--- src/hw/rtl/bcdfm_pkg.sv ---
// shared widths, constants and register indexes of the bcd pulse frequency meter
package bcdfm_pkg;

    localparam int IN_TDATA_W  = 56;
    localparam int OUT_TDATA_W = 88;
    localparam int CFG_INDEX_W = 2;
    localparam int CFG_DATA_W  = 21;

    localparam int MAGNET_W    = 8;
    localparam int THRESH_W    = 21;
    localparam int COUNT_W     = 20;
    localparam int RAW_W       = 21;
    localparam int TIME_W      = 32;
    localparam int FREQ_W      = 32;
    localparam int RES_W       = 31;
    localparam int DIVISOR_W   = MAGNET_W + TIME_W;
    localparam int SCALE_W     = 30;
    localparam int NUM_W       = COUNT_W + SCALE_W;
    localparam int MUL_A_W     = COUNT_W;
    localparam int MUL_P_W     = MUL_A_W + TIME_W;
    localparam int STEP_W      = 6;

    localparam logic [SCALE_W-1:0]  MHZ_SCALE    = 30'd1000000000;
    localparam logic [RAW_W-1:0]    MAX_COUNT    = 21'd999999;
    localparam logic [FREQ_W-1:0]   FREQ_POS_MAX = 32'h7fff_ffff;
    localparam logic [FREQ_W-1:0]   FREQ_NEG_MAX = 32'h8000_0000;
    localparam logic [RES_W-1:0]    RES_MAX      = 31'h7fff_ffff;
    localparam logic [MAGNET_W-1:0] MAGNET_RESET = 8'd1;

    localparam logic [CFG_INDEX_W-1:0] CFG_MAGNET_COUNT    = 2'd0;
    localparam logic [CFG_INDEX_W-1:0] CFG_CLEAR_THRESHOLD = 2'd1;

endpackage

--- src/hw/rtl/bcd_pulse_frequency_meter.sv ---
// top level of the bcd pulse frequency meter: sequencer, shared multiplier and divider
//
// s_tdata carries one poll sample: three packed-bcd counter bytes and a microsecond
// timestamp. each sample gives exactly one result on m_tdata: frequency and one-pulse
// resolution in millihertz, the stored count, a counter clear request and a flag for
// a zero interval. the cfg channel writes magnet_count (index 0) and clear_threshold
// (index 1) and is always ready; other indexes are dropped.
// after the input transaction the sample goes through decode, clear decision, two
// passes through a single 20x32 multiplier, then one shared restoring divider (one
// quotient bit a cycle) runs 50 steps for the frequency and 30 steps for the
// resolution before the result register is loaded and the next sample is taken.
// with magnet_count or interval zero the divider is skipped. s_tready is high only
// while idle.
// the result sits in an output register; the next sample is taken while it waits.
// a stalled receiver holds m_tdata and m_tvalid, and the block waits at the end of
// the following sample until the pending result is taken.
// reset clears previous count and time to zero, magnet_count to 1, threshold to 0.
module bcd_pulse_frequency_meter
(
    input  logic                                 clk,
    input  logic                                 rst_n,
    input  logic                                 s_tvalid,
    output logic                                 s_tready,
    // bcd_low_byte, bcd_mid_byte, bcd_high_byte, time_us
    input  logic [bcdfm_pkg::IN_TDATA_W-1:0]     s_tdata,
    output logic                                 m_tvalid,
    input  logic                                 m_tready,
    // frequency_mhz, resolution_mhz, pulse_count, clear_counter, zero_interval, zero pad
    output logic [bcdfm_pkg::OUT_TDATA_W-1:0]    m_tdata,
    input  logic                                 cfg_valid,
    output logic                                 cfg_ready,
    input  logic [bcdfm_pkg::CFG_INDEX_W-1:0]    cfg_index,
    input  logic [bcdfm_pkg::CFG_DATA_W-1:0]     cfg_data
);

    typedef enum logic [2:0]
    {
        ST_IDLE,
        ST_DECODE,
        ST_PREP,
        ST_MUL_DEN,
        ST_MUL_NUM,
        ST_DIV_FREQ,
        ST_DIV_RES,
        ST_DONE
    } state_t;

    state_t                                state_reg;
    logic [bcdfm_pkg::MAGNET_W-1:0]        magnet_reg;
    logic [bcdfm_pkg::THRESH_W-1:0]        thresh_reg;
    logic [bcdfm_pkg::COUNT_W-1:0]         prev_count_reg;
    logic [bcdfm_pkg::TIME_W-1:0]          prev_time_reg;
    logic [7:0]                            lo_reg;
    logic [7:0]                            mid_reg;
    logic [7:0]                            hi_reg;
    logic [bcdfm_pkg::TIME_W-1:0]          time_reg;
    logic [bcdfm_pkg::COUNT_W-1:0]         count_reg;
    logic [bcdfm_pkg::COUNT_W-1:0]         mag_reg;
    logic                                  neg_reg;
    logic [bcdfm_pkg::TIME_W-1:0]          dt_reg;
    logic                                  zero_reg;
    logic                                  clear_reg;
    logic [bcdfm_pkg::COUNT_W-1:0]         stored_reg;
    logic [bcdfm_pkg::DIVISOR_W-1:0]       divisor_reg;
    logic [bcdfm_pkg::NUM_W-1:0]           dvd_reg;
    logic [bcdfm_pkg::DIVISOR_W:0]         rem_reg;
    logic [bcdfm_pkg::NUM_W-1:0]           quot_reg;
    logic [bcdfm_pkg::RES_W-1:0]           res_reg;
    logic [bcdfm_pkg::STEP_W-1:0]          step_reg;
    logic                                  m_tvalid_reg;
    logic [bcdfm_pkg::FREQ_W-1:0]          out_freq_reg;
    logic [bcdfm_pkg::RES_W-1:0]           out_res_reg;
    logic [bcdfm_pkg::COUNT_W-1:0]         out_count_reg;
    logic                                  out_clear_reg;
    logic                                  out_zero_reg;

    logic [bcdfm_pkg::RAW_W-1:0]           raw_count;
    logic [bcdfm_pkg::COUNT_W-1:0]         count_sat;
    logic [bcdfm_pkg::RAW_W-1:0]           diff;
    logic [bcdfm_pkg::COUNT_W-1:0]         diff_mag;
    logic [bcdfm_pkg::RAW_W+1:0]           sum_ext;
    logic [bcdfm_pkg::RAW_W+1:0]           thresh_ext;
    logic                                  clear_now;
    logic [bcdfm_pkg::MUL_A_W-1:0]         mul_a;
    logic [bcdfm_pkg::TIME_W-1:0]          mul_b;
    logic [bcdfm_pkg::MUL_P_W-1:0]         product;
    logic [bcdfm_pkg::DIVISOR_W:0]         shifted;
    logic                                  div_ge;
    logic [bcdfm_pkg::DIVISOR_W:0]         rem_next;
    logic [bcdfm_pkg::NUM_W-1:0]           dvd_next;
    logic [bcdfm_pkg::FREQ_W-1:0]          freq_next;
    logic [bcdfm_pkg::RES_W-1:0]           res_next;
    logic                                  out_free;

    assign s_tready  = (state_reg == ST_IDLE);
    assign cfg_ready = 1'b1;
    assign m_tvalid  = m_tvalid_reg;
    assign m_tdata   = {3'b000, out_zero_reg, out_clear_reg, out_count_reg,
                        out_res_reg, out_freq_reg};
    assign out_free  = !m_tvalid_reg || m_tready;

    // bcd decode, nibbles above nine weighted as read
    always_comb
    begin
        raw_count = bcdfm_pkg::RAW_W'(lo_reg[3:0])
                  + bcdfm_pkg::RAW_W'(lo_reg[7:4])  * 21'd10
                  + bcdfm_pkg::RAW_W'(mid_reg[3:0]) * 21'd100
                  + bcdfm_pkg::RAW_W'(mid_reg[7:4]) * 21'd1000
                  + bcdfm_pkg::RAW_W'(hi_reg[3:0])  * 21'd10000
                  + bcdfm_pkg::RAW_W'(hi_reg[7:4])  * 21'd100000;
        if (raw_count > bcdfm_pkg::MAX_COUNT)
        begin
            count_sat = bcdfm_pkg::MAX_COUNT[bcdfm_pkg::COUNT_W-1:0];
        end
        else
        begin
            count_sat = raw_count[bcdfm_pkg::COUNT_W-1:0];
        end
        diff     = {1'b0, count_sat} - {1'b0, prev_count_reg};
        diff_mag = diff[bcdfm_pkg::RAW_W-1] ? bcdfm_pkg::COUNT_W'(-diff)
                                            : diff[bcdfm_pkg::COUNT_W-1:0];
    end

    // count plus difference against the threshold, signed
    always_comb
    begin
        sum_ext    = {2'b00, count_reg, 1'b0} - {3'b000, prev_count_reg};
        thresh_ext = {2'b00, thresh_reg};
        clear_now  = $signed(thresh_ext) < $signed(sum_ext);
    end

    // shared multiplier
    always_comb
    begin
        case (state_reg)
            ST_MUL_DEN:
            begin
                mul_a = bcdfm_pkg::MUL_A_W'(magnet_reg);
                mul_b = dt_reg;
            end
            default:
            begin
                mul_a = mag_reg;
                mul_b = bcdfm_pkg::TIME_W'(bcdfm_pkg::MHZ_SCALE);
            end
        endcase
        product = bcdfm_pkg::MUL_P_W'(mul_a) * bcdfm_pkg::MUL_P_W'(mul_b);
    end

    // shared restoring divider step
    always_comb
    begin
        shifted  = {rem_reg[bcdfm_pkg::DIVISOR_W-1:0], dvd_reg[bcdfm_pkg::NUM_W-1]};
        div_ge   = shifted >= {1'b0, divisor_reg};
        rem_next = div_ge ? shifted - {1'b0, divisor_reg} : shifted;
        dvd_next = {dvd_reg[bcdfm_pkg::NUM_W-2:0], div_ge};
    end

    // saturation of the results
    always_comb
    begin
        if (divisor_reg == '0)
        begin
            res_next = bcdfm_pkg::RES_MAX;
            if (mag_reg == '0)
            begin
                freq_next = '0;
            end
            else if (neg_reg)
            begin
                freq_next = bcdfm_pkg::FREQ_NEG_MAX;
            end
            else
            begin
                freq_next = bcdfm_pkg::FREQ_POS_MAX;
            end
        end
        else
        begin
            res_next = res_reg;
            if (neg_reg)
            begin
                if (quot_reg > bcdfm_pkg::NUM_W'(bcdfm_pkg::FREQ_NEG_MAX))
                begin
                    freq_next = bcdfm_pkg::FREQ_NEG_MAX;
                end
                else
                begin
                    freq_next = -quot_reg[bcdfm_pkg::FREQ_W-1:0];
                end
            end
            else if (quot_reg > bcdfm_pkg::NUM_W'(bcdfm_pkg::FREQ_POS_MAX))
            begin
                freq_next = bcdfm_pkg::FREQ_POS_MAX;
            end
            else
            begin
                freq_next = quot_reg[bcdfm_pkg::FREQ_W-1:0];
            end
        end
    end

    always_ff @(posedge clk or negedge rst_n)
    begin
        if (!rst_n)
        begin
            state_reg      <= ST_IDLE;
            magnet_reg     <= bcdfm_pkg::MAGNET_RESET;
            thresh_reg     <= '0;
            prev_count_reg <= '0;
            prev_time_reg  <= '0;
            lo_reg         <= '0;
            mid_reg        <= '0;
            hi_reg         <= '0;
            time_reg       <= '0;
            count_reg      <= '0;
            mag_reg        <= '0;
            neg_reg        <= 1'b0;
            dt_reg         <= '0;
            zero_reg       <= 1'b0;
            clear_reg      <= 1'b0;
            stored_reg     <= '0;
            divisor_reg    <= '0;
            dvd_reg        <= '0;
            rem_reg        <= '0;
            quot_reg       <= '0;
            res_reg        <= '0;
            step_reg       <= '0;
            m_tvalid_reg   <= 1'b0;
            out_freq_reg   <= '0;
            out_res_reg    <= '0;
            out_count_reg  <= '0;
            out_clear_reg  <= 1'b0;
            out_zero_reg   <= 1'b0;
        end
        else
        begin
            if (cfg_valid)
            begin
                if (cfg_index == bcdfm_pkg::CFG_MAGNET_COUNT)
                begin
                    magnet_reg <= cfg_data[bcdfm_pkg::MAGNET_W-1:0];
                end
                else if (cfg_index == bcdfm_pkg::CFG_CLEAR_THRESHOLD)
                begin
                    thresh_reg <= cfg_data[bcdfm_pkg::THRESH_W-1:0];
                end
            end

            // in the done state the valid flag is handled below
            if (m_tvalid_reg && m_tready && (state_reg != ST_DONE))
            begin
                m_tvalid_reg <= 1'b0;
            end

            case (state_reg)
                ST_IDLE:
                begin
                    if (s_tvalid)
                    begin
                        lo_reg    <= s_tdata[7:0];
                        mid_reg   <= s_tdata[15:8];
                        hi_reg    <= s_tdata[23:16];
                        time_reg  <= s_tdata[55:24];
                        state_reg <= ST_DECODE;
                    end
                end
                ST_DECODE:
                begin
                    count_reg <= count_sat;
                    mag_reg   <= diff_mag;
                    neg_reg   <= diff[bcdfm_pkg::RAW_W-1];
                    dt_reg    <= time_reg - prev_time_reg;
                    zero_reg  <= (time_reg == prev_time_reg);
                    state_reg <= ST_PREP;
                end
                ST_PREP:
                begin
                    clear_reg      <= clear_now;
                    stored_reg     <= clear_now ? '0 : count_reg;
                    prev_count_reg <= clear_now ? '0 : count_reg;
                    prev_time_reg  <= time_reg;
                    state_reg      <= ST_MUL_DEN;
                end
                ST_MUL_DEN:
                begin
                    divisor_reg <= product[bcdfm_pkg::DIVISOR_W-1:0];
                    state_reg   <= ST_MUL_NUM;
                end
                ST_MUL_NUM:
                begin
                    dvd_reg  <= product[bcdfm_pkg::NUM_W-1:0];
                    rem_reg  <= '0;
                    step_reg <= '0;
                    if (divisor_reg == '0)
                    begin
                        state_reg <= ST_DONE;
                    end
                    else
                    begin
                        state_reg <= ST_DIV_FREQ;
                    end
                end
                ST_DIV_FREQ:
                begin
                    if (step_reg == bcdfm_pkg::STEP_W'(bcdfm_pkg::NUM_W - 1))
                    begin
                        quot_reg  <= dvd_next;
                        dvd_reg   <= {bcdfm_pkg::MHZ_SCALE, bcdfm_pkg::COUNT_W'(0)};
                        rem_reg   <= '0;
                        step_reg  <= '0;
                        state_reg <= ST_DIV_RES;
                    end
                    else
                    begin
                        dvd_reg  <= dvd_next;
                        rem_reg  <= rem_next;
                        step_reg <= step_reg + 1'b1;
                    end
                end
                ST_DIV_RES:
                begin
                    if (step_reg == bcdfm_pkg::STEP_W'(bcdfm_pkg::SCALE_W - 1))
                    begin
                        res_reg   <= bcdfm_pkg::RES_W'(dvd_next[bcdfm_pkg::SCALE_W-1:0]);
                        state_reg <= ST_DONE;
                    end
                    else
                    begin
                        dvd_reg  <= dvd_next;
                        rem_reg  <= rem_next;
                        step_reg <= step_reg + 1'b1;
                    end
                end
                ST_DONE:
                begin
                    if (out_free)
                    begin
                        out_freq_reg  <= freq_next;
                        out_res_reg   <= res_next;
                        out_count_reg <= stored_reg;
                        out_clear_reg <= clear_reg;
                        out_zero_reg  <= zero_reg;
                        m_tvalid_reg  <= 1'b1;
                        state_reg     <= ST_IDLE;
                    end
                end
                default:
                begin
                    state_reg <= ST_IDLE;
                end
            endcase
        end
    end

endmodule

--- config.mk ---
export PLATFORM = sky130hd
export DESIGN_NAME = bcd_pulse_frequency_meter
export DESIGN_NICKNAME = d
export VERILOG_FILES = /design/src/hw/rtl/bcdfm_pkg.sv /design/src/hw/rtl/bcd_pulse_frequency_meter.sv
export SDC_FILE = /design/constraint.sdc
export NUM_CORES = 2
export LEC_CHECK = 0
export BUFFER_PORTS_ARGS = -buffer_cell sky130_fd_sc_hd__buf_4
export CAP_MARGIN = 30
export CORE_MARGIN = 4
export CORE_UTILIZATION = 47
export DETAILED_ROUTE_END_ITERATION = 10
export MAX_ROUTING_LAYER = met4
export PLACE_DENSITY_LB_ADDON = 0.2
export RECOVER_POWER = 50
export SLEW_MARGIN = 5
export SYNTH_ARGS = -nofsm -noshare
export SYNTH_HDL_FRONTEND = slang
export SYNTH_SLANG_ARGS = --single-unit
--- constraint.sdc ---
create_clock -name clk -period 9.74 [get_ports clk]
set_input_delay 1.948 -clock clk [delete_from_list [all_inputs] [get_ports clk]]
set_output_delay 1.948 -clock clk [all_outputs]
set_load 0.02 [all_outputs]
==> impl_metrics.yaml <==
worst_setup_path:
  setup.worst_path.start_class: "flip-flop"
  r2r_start: "mid_reg[6]"
  crit_path_end_kind: "flip-flop"
  rrSetupSlack_ns: 0.69
  path_buf_inv: 3
  crit_slowest_cell: "fa_2"
  rr_endpoint: "mag_reg[19]"
  cp.arrival_ns: 9.60
  crit_path_frequent_cell: "ha_1"
  critPathMaxFanout: 22
  path_class: "flip-flop to flip-flop"
  cp_data_required_time_ns: 10.29
  reg2reg_depth: 34
  crit_family: "adder cells"
  cpPeakStageDelay_ns: 0.65
clock_tree:
  cts_hold_buf: 0
  clockBufferDepth: 3
  cts_tree: "done"
  cts-root-buf: "clkbuf_16"
  cts_htree_levels: 2
  path_clk_slew_ns: 0.06
  insertion_delay_ns: 0.68
  clock-sinks: 517
  numCtsBuffers: 59
placement:
  io_buffers: 170
  placed_cells: 6918
  hpwl_mm: 102.8
  dp_slack_ns: 0.4999
  gp_congestion: 0.9092
  dpl_cell_area_um2: 53470
yosys:
  ys_types: 86
  netlist_top_cells_area: "dfrtp_1 26%, fa_1 23%, ha_1 9.7%"
  synth_seq_cells: 517
  syn_area_per_cell_um2: 9.412
  synth_edf_count: 0
  synth_area_um2: 49960
  async_flop_share_pct: 100.0
  synth_area_leader_cell: "dfrtp_1"
  ys_warn_count: 0
  yosysSeqAreaShare_pct: 25.90
  netlist.area_leader.share_pct: 25.85
  synthCells: 5308
  synth-main-ff-cell: "dfrtp_1"
status:
  status: "finished, violations left"
  violations: "capacitance limit, slew limit"
floorplan:
  core_area_um2: 105400
  rows: 119
  fp.dieW_um: 334.0
  die_area_um2: 111600
  start_util_pct: 47.39
  io-pin-count: 175
  fp.dieH_um: 334.0
sta:
  worstMarginPinSlew_ns: 4.761
  fin_setup_tns_ns: 0
  finalCriticalPeriod_ns: 9.050
  finalHoldViolCount: 0
  slew_headroom_pct: -217.4
  finalClockSkew_ns: 0.05488
  drv_slew: 808
  fmax_mhz: 110.5
  layout_setup_ws_ns: 0.6905
  rsz0062_at_grt: "false"
  finalCritPeriodShare_pct: 92.91
  setup_violations: 0
final_layout:
  syn_to_final_growth_pct: 10.97
  final_cell_mix: "795 x inv_1, 575 x fa_1, 515 x dfrtp_1"
  final_common_cell: "inv_1"
  fillers: 9750
  nNetsFinal: 6638
  fin_cells: 7034
  drive_gt1_share_pct: 9.200
  final_area_um2: 55440
worst_hold_path:
  worstHoldStart: "out_clear_reg"
  worst_hold_path.endpoint: "out_clear_reg"
  hold_path_depth: 2
  hp-class: "flip-flop to flip-flop"
global_route:
  grt_pass1_vias: 38180
  track_usage_pct: 24.29
  overflow: 0
  grt_max_degree: 173
  grt_pass1_wl_mm: 210.7
  antenna_found_initial: 1
route:
  drt_pass1_iterations: 5
  viasPerCell: 5.352
  ant_nets: 0
  drt_iter0_markers: 2427
  wl_per_cell_um: 18.63
  drc: 0
  wl_mm: 131.0
  vias: 37650
run:
  drv_cap: 13
-- metal layers --
metal	global-route usage (%)	share of wire, %	vias to the layer above
li1	-	-	17900
met1	33.13	45	18690
met2	39.19	48	862
met3	2.301	4.2	206
met4	6.669	3.1	0
met5	-	0	-
-- how the worst max path moves through the flow --
stage	from	depth (start not counted)	to
floorplan	mid_reg[6]	38	mag_reg[19]
global placement	mid_reg[5]	37	mag_reg[19]
detailed placement	mid_reg[6]	37	mag_reg[19]
CTS	mid_reg[6]	37	mag_reg[19]
global route	mid_reg[6]	37	mag_reg[19]
finish	mid_reg[6]	34	mag_reg[19]
-- cells in the mapped netlist (14+ instances only) --
library cell and instances:
o31ai_1 32, a21o_1 103, nand4_1 30, nor3_1 44
and3_1 86, buf_1 24, nor2_1 297, o211ai_1 18
o21ai_0 360, clkbuf_1 200, mux2i_1 62, xor2_1 78
o21ai_1 69, a211oi_1 25, dfrtp_1 516, a31oi_1 37
o21a_1 31, or3_1 26, fa_1 576, ha_1 386
inv_1 795, nor4_1 27, mux2_2 151, and2_1 51
a22oi_1 33, nand2_1 506, a21oi_1 259, nor2b_1 33
xnor2_1 108, o221ai_1 14, o31a_1 15, nand2b_1 43
nand3_1 68, o21bai_1 22
-- through the flow --
step,hold WS [ns],util (%)
after floorplan,0.4386,-
after global placement,0.4646,50.68
after detailed placement,0.4713,50.72
after CTS,0.4906,52.61
after global routing,0.5172,52.59
final,0.4839,52.59
-- repair_timing --
item,4_1_cts,5_1_grt
setup endpoints to repair,0,17
gates resized for setup,0,8
buffers inserted,0,2
-- kinds of logic (layout without fill, tap and decap cells) --
| group | Yosys count | in the layout | share of synthesized area, % |
|---|---|---|---|
| AOI/OAI and AO/OA | 1131 | 1131 | 13.90 |
| xor gates and xnor gates | 187 | 187 | 3.293 |
| adders and majority gates | 962 | 962 | 32.75 |
| buffers and inverters | 1035 | 1141 | 7.854 |
| DFF | 517 | 517 | 25.90 |
| muxes | 213 | 213 | 4.646 |
| other | 2 | 231 | 0.01503 |
| and+or+nand+nor | 1261 | 1261 | 11.64 |
-- final cells by class --
| class | count | area, um^2 | area share, % |
|---|---|---|---|
| Timing Repair Buffer | 235 | 1728 | 3.117 |
| Clock inverter | 29 | 354.1 | 0.6387 |
| Antenna cell | 2 | 5.005 | 0.009027 |
| Clock buffer | 81 | 1639 | 2.956 |
| Multi-Input combinational cell | 3983 | 34050 | 61.41 |
| Sequential cell | 517 | 12940 | 23.34 |
| Tap cell | 1391 | 1740 | 3.139 |
| Inverter | 796 | 2988 | 5.389 |
-- tightest hold or removal path, cell delays in order (launching register included) --
cell and delay, ns:
dfrtp_1 0.34, nand2_1 0.05, nand2_1 0.06
Power is left out: the tool's default activity adds up to more than one toggle a clock period on the data nets, which glitch-free logic cannot reach.
